**config.mk**
```make
export PLATFORM = sky130hd
export DESIGN_NAME = bss_ram
export DESIGN_NICKNAME = d
export VERILOG_FILES = /design/src/rtl/core/bss_pkg.sv /design/src/rtl/core/bss_ram.sv
export SDC_FILE = /design/constraint.sdc
export NUM_CORES = 2
export LEC_CHECK = 0
export BUFFER_PORTS_ARGS = -buffer_cell sky130_fd_sc_hd__buf_2
export CAP_MARGIN = 10
export CORE_ASPECT_RATIO = 0.8
export CORE_MARGIN = 4
export CORE_UTILIZATION = 30
export CTS_CLUSTER_SIZE = 16
export DETAILED_ROUTE_END_ITERATION = 10
export GPL_ROUTABILITY_DRIVEN = 0
export HOLD_SLACK_MARGIN = 0.15
export PLACE_DENSITY = 0.49
export SETUP_SLACK_MARGIN = 0.4
export SLEW_MARGIN = 25
export SYNTH_ARGS = -nofsm -noshare
export SYNTH_HDL_FRONTEND = slang
export SYNTH_SLANG_ARGS = --single-unit
export TNS_END_PERCENT = 30
```
**constraint.sdc**
```tcl
create_clock -name clk -period 8.4 [get_ports clk]
set_input_delay 0.84 -clock clk [delete_from_list [all_inputs] [get_ports clk]]
set_output_delay 0.84 -clock clk [all_outputs]
set_load 0.02 [all_outputs]
```
**src/rtl/core/bss_pkg.sv**
```systemverilog
// Shared constants, codes and types of the bounded set store.
`default_nettype none

package bss_pkg;

  // Storage geometry
  localparam int DEPTH  = 128;
  localparam int ADDR_W = $clog2(DEPTH);
  localparam int OCC_W  = $clog2(DEPTH + 1);
  localparam int CAP_W  = 8;
  localparam int LIM_W  = (OCC_W > CAP_W) ? OCC_W : CAP_W;

  // Word field widths
  localparam int MODE_W  = 3;
  localparam int ELEM_W  = 32;
  localparam int COUNT_W = 8;

  localparam logic [CAP_W-1:0] CAP_RESET = 8'd128;

  // Operation codes
  localparam logic [MODE_W-1:0] MODE_INSERT     = 3'd0;
  localparam logic [MODE_W-1:0] MODE_REMOVE     = 3'd1;
  localparam logic [MODE_W-1:0] MODE_MEMBER     = 3'd2;
  localparam logic [MODE_W-1:0] MODE_ITER_START = 3'd3;
  localparam logic [MODE_W-1:0] MODE_ITER_NEXT  = 3'd4;

  typedef logic signed [ELEM_W-1:0] elem_t;

  // Entry store access for one cycle
  typedef struct packed {
    logic              we;
    logic [ADDR_W-1:0] waddr;
    logic [ELEM_W-1:0] wdata;
    logic [ADDR_W-1:0] raddr;
  } ram_req_t;

endpackage

`default_nettype wire

```
**src/rtl/core/bss_ram.sv**
```systemverilog
// Entry store: one write port, one read port with registered read data.
`default_nettype none

module bss_ram (
  input  wire logic                          clk,
  input  wire bss_pkg::ram_req_t             req,
  output logic [bss_pkg::ELEM_W-1:0]         rdata
);

  logic [bss_pkg::ELEM_W-1:0] mem [bss_pkg::DEPTH];

  // Write and read in the same cycle; read data is registered and lands in the next cycle
  always_ff @(posedge clk) begin
    if (req.we) begin
      mem[req.waddr] <= req.wdata;
    end
    rdata <= mem[req.raddr];
  end

endmodule

`default_nettype wire

```
; ---- Word-level counts from Yosys, hierarchy flattened
; Memory sizes are Yosys's and may differ from the RTL's. A register that Yosys moved wholly into a read port is not among the register bits.
; Index checks and enable logic that the tools add are counted.
; W data, S select, Z words.
[word_totals]
word_cells = 3
ramBits = 4096
register_bits = 0
n_memories = 1
in_bits = 48
out_inout_bits = 32
[mem_list]
columns = name, depth, word_bits, rd, rd_clocked_by_memory_dff, wr, line_no
row1 = mem, 128, 32, 1, 1, 1, bss_ram.sv:10  ; logic [bss_pkg::ELEM_W-1:0] mem [bss_pkg::DEPTH];
[classes]
mux = 2
[ops]
columns = op, count
row1 = $mux W1, 2

; ---- Logic depth before layout (Yosys ltp)
[logic_depth]
word_depth = 2
depth_mapped = 8
depth_no_buf = 4

; ---- Least setup slack after synthesis
; OpenSTA, ideal clock, no wires.
[synth_path]
kind = input -> register
startpoint = input req[46] in the netlist's numbering
endpoint = memory mem[98][0] in the netlist's numbering, enable pin
path_buffers = 1
arrival_ns = 3.618
stages = 3
setup_ns = 0.461
required_time_ns = 7.939
setup_slack_ns = 4.321
path_cell_list = clkbuf_1 > nand4_1 > nor3_1
[synth_via]
elab_chain_cells = 2
[synth_lines]
columns = element, line_no
row1 = start: declaration, bss_ram.sv:6  ; input wire bss_pkg::ram_req_t req,
row2 = $mux W1, bss_ram.sv:14  ; if (req.we) begin
row3 = $mux W1 (not written as such), bss_ram.sv:15  ; mem[req.waddr] <= req.wdata;
row4 = end: declaration, bss_ram.sv:10
; Every way passes these cells.

==> impl_metrics.env <==
export IMPL_critPathLaunchType="input pin"
export IMPL_critPathMaxFanout=78
export IMPL_drv_slew=0
export IMPL_synth_avg_cell_area_um2=26.09
export IMPL_grt_usage=0.1633
export IMPL_hold_path_end="mem[87][16]"
export IMPL_fp_row_count=236
export IMPL_portBuffers=79
export IMPL_drive_above_1_share=0.3537
export IMPL_fp_dieW_um=814.9
export IMPL_drt_pass1_iter_count=7
export IMPL_wire_per_inst_um=32.40
export IMPL_worst_slew_pin_slew_ps=1096
export IMPL_fin_ws_ps=4443
export IMPL_path_cells="buf_12, buf_12, buf_12, mux4_2, mux4_2, mux4_2, mux2_2"
export IMPL_rrSetupSlack_ps=5630
export IMPL_drtAntennaViolNets=0
export IMPL_min_from="req[23]"
export IMPL_skew_ps=46.48
export IMPL_final_setup_viol_count=0
export IMPL_cts_clk_slew_worst_paths_ps=60
export IMPL_cts_buffer_depth=4
export IMPL_clockRootBuffer="clkbuf_16"
export IMPL_synth_distinct_cells=17
export IMPL_period_needed_ps=3957
export IMPL_post_cts_buffers=0
export IMPL_cts_tree="built"
export IMPL_grt_pass1_vias=70977
export IMPL_routed_via_density=5.107
export IMPL_seq_area_frac_synth=0.7912
export IMPL_reg2regPathDepth=4
export IMPL_relSlewSlack=0.2693
export IMPL_wl_mm=444.8
export IMPL_crit_type="input pin to flip-flop"
export IMPL_post_dp_hpwl_mm=239.3
export IMPL_critPathCaptureType="flip-flop"
export IMPL_antenna_found_initial=83
export IMPL_cts_hold_buffers=0
export IMPL_total_power_mw=42.83
export IMPL_drc=0
export IMPL_startpoint="req[0]"
export IMPL_min_delay_path_class="input pin to flip-flop"
export IMPL_slowest_stage="mux4_2"
export IMPL_leakagePower_nw=53.77
export IMPL_final_nets=6426
export IMPL_vias=70100
export IMPL_die_y_um=653.6
export IMPL_synth_fp_nets=6038
export IMPL_syn_area_um2=156300
export IMPL_die_area_um2=532600
export IMPL_dpl_cell_area_um2=167000
export IMPL_pre_cts_ws_ps=3370
export IMPL_cts_max_level=5
export IMPL_arrival_ps=4800
export IMPL_min_period_over_period=0.4710
export IMPL_irDropWorstVdd_mv=0.1715
export IMPL_insertion_delay_ps=990
export IMPL_crit_required_ps=9240
export IMPL_numClockSinks=4128
export IMPL_slowest_delay_ps=660
export IMPL_syn2layout_area_growth_pct=15.20
export IMPL_grt_overflow=0
export IMPL_r2r_end="rdata[0]"
export IMPL_grt_start_max_net_pins=145
export IMPL_cts_made_buffers=405
export IMPL_cts_resized=0
export IMPL_finalInstanceArea_um2=180000
export IMPL_rsz0062_at_grt="no"
export IMPL_dr_first_iter_drc_count=8887
export IMPL_io_pins=80
export IMPL_finalSetupTns_ps=0
export IMPL_synth_seq_cells=4128
export IMPL_syn_inst=5990
export IMPL_whs_path_depth=1
export IMPL_core_um2=517600
export IMPL_fmax_mhz=252.7
export IMPL_maxCapViolCount=0
export IMPL_hold_violations=0
export IMPL_timing_rr_start="mem[18][0]"
export IMPL_powerDensity_nw_per_um2=237.9
export IMPL_status="complete, no violations"
export IMPL_yosys_warnings=0
export IMPL_start_util=0.3019
export IMPL_grt_pass1_wl_mm=603.7
-- critical path, delay by kind of cell --
kind,cells,cell delay [ps]
buf+inv,3,1410
mux,4,2210
-- cell type report --
type                       count  area (um2)
tap                         6902        8636
timing repair buffer         297        2447
sequential                  4128      123600
antenna                      110       275.3
clock buffer                 517       10900
clock inverter               227        1843
fill                       47047      337600
multi-input combinational   1546       32300
-- Yosys cell counts --
| library cell | count | area (um2) |
|---|---|---|
| edfxtp_1 | 4096 | 123000 |
| mux4_2 | 1344 | 30270 |
| clkbuf_1 | 182 | 683.2 |
| nor2_1 | 122 | 457.9 |
| buf_2 | 79 | 395.4 |
| buf_1 | 50 | 187.7 |
| dfxtp_1 | 32 | 640.6 |
| mux2_2 | 32 | 360.4 |
| nand2_1 | 14 | 52.55 |
| nand3_1 | 12 | 60.06 |
| nor3_1 | 9 | 45.04 |
| nor2b_1 | 7 | 43.79 |
| buf_4 | 3 | 22.52 |
| nand4_1 | 3 | 18.77 |
| buf_6 | 2 | 22.52 |
| nand2b_1 | 2 | 12.51 |
| or3_1 | 1 | 6.260 |
-- per-layer routing --
layer / up-vias / track usage / wire length (um)
met5: - / 0.003869 / 262
met4: 42 / 0.03909 / 10250
met3: 591 / 0.04994 / 42580
met2: 2732 / 0.2463 / 199800
met1: 39385 / 0.2315 / 191900
li1: 27350 / - / -
-- metrics by stage --
step,hold WS (ps),utilization,cells
3_5_place_dp,1124,0.3226,12873
6_report,342.6,0.3478,13727
5_1_grt,297.3,0.3474,13634
4_1_cts,240.1,0.3473,13617
3_3_place_gp,1115,0.3226,12873
2_1_floorplan,938.9,-,5990
-- flip-flops by register name (all words and copies together) (netlist names) --
signal,count
mem,4096
rdata,32
-- cells by family (layout without fill, tap and decap cells) --
logic type / Yosys count / after routing / share of synthesized area
AND/OR/NAND/NOR: 170 / 170 / 0.004460
multiplexers: 1376 / 1376 / 0.1960
buffers and inverters: 316 / 1041 / 0.008391
other: 0 / 110 / 0
flip-flops: 4128 / 4128 / 0.7912
-- placed cells by master, fill, tap and decap left out, types with 2 or more instances in the layout --
cell type | synthesis | routed
buf_12 | 0 | 23
buf_2 | 79 | 40
buf_4 | 3 | 229
buf_6 | 2 | 2
buf_8 | 0 | 3
bufinv_16 | 0 | 28
clkbuf_1 | 182 | 87
clkbuf_16 | 0 | 413
clkbuf_8 | 0 | 17
clkinv_1 | 0 | 92
clkinv_2 | 0 | 79
clkinv_4 | 0 | 3
clkinv_8 | 0 | 4
clkinvlp_4 | 0 | 11
dfxtp_1 | 32 | 32
diode_2 | 0 | 110
edfxtp_1 | 4096 | 4096
inv_6 | 0 | 10
mux2_2 | 32 | 32
mux4_2 | 1344 | 1344
nand2_1 | 14 | 11
nand2_2 | 0 | 3
nand2b_1 | 2 | 2
nand3_1 | 12 | 8
nand3_2 | 0 | 4
nand4_1 | 3 | 3
nor2_1 | 122 | 3
nor2_4 | 0 | 119
nor2b_1 | 7 | 5
nor2b_2 | 0 | 2
nor3_2 | 0 | 9
-- power breakdown --
part	total (mW)	switching, mW	leakage (nW)	internal (mW)
combinational	2.28	1.46	10.4	0.817
clock	17.7	7.73	6.25	9.99
sequential	22.8	0.0856	37.1	22.7
-- worst max-delay path by stage --
stage | endpoint | slack (ps) | cells after the start
floorplan | mem[98][0] | 4320 | 3
finish | rdata[15] | 4440 | 7
detailed placement | rdata[15] | 3370 | 7
global route | rdata[15] | 4340 | 7
global placement | rdata[15] | 3350 | 7
CTS | rdata[15] | 4460 | 7
Note: power is estimated with default switching activity, not from simulation.
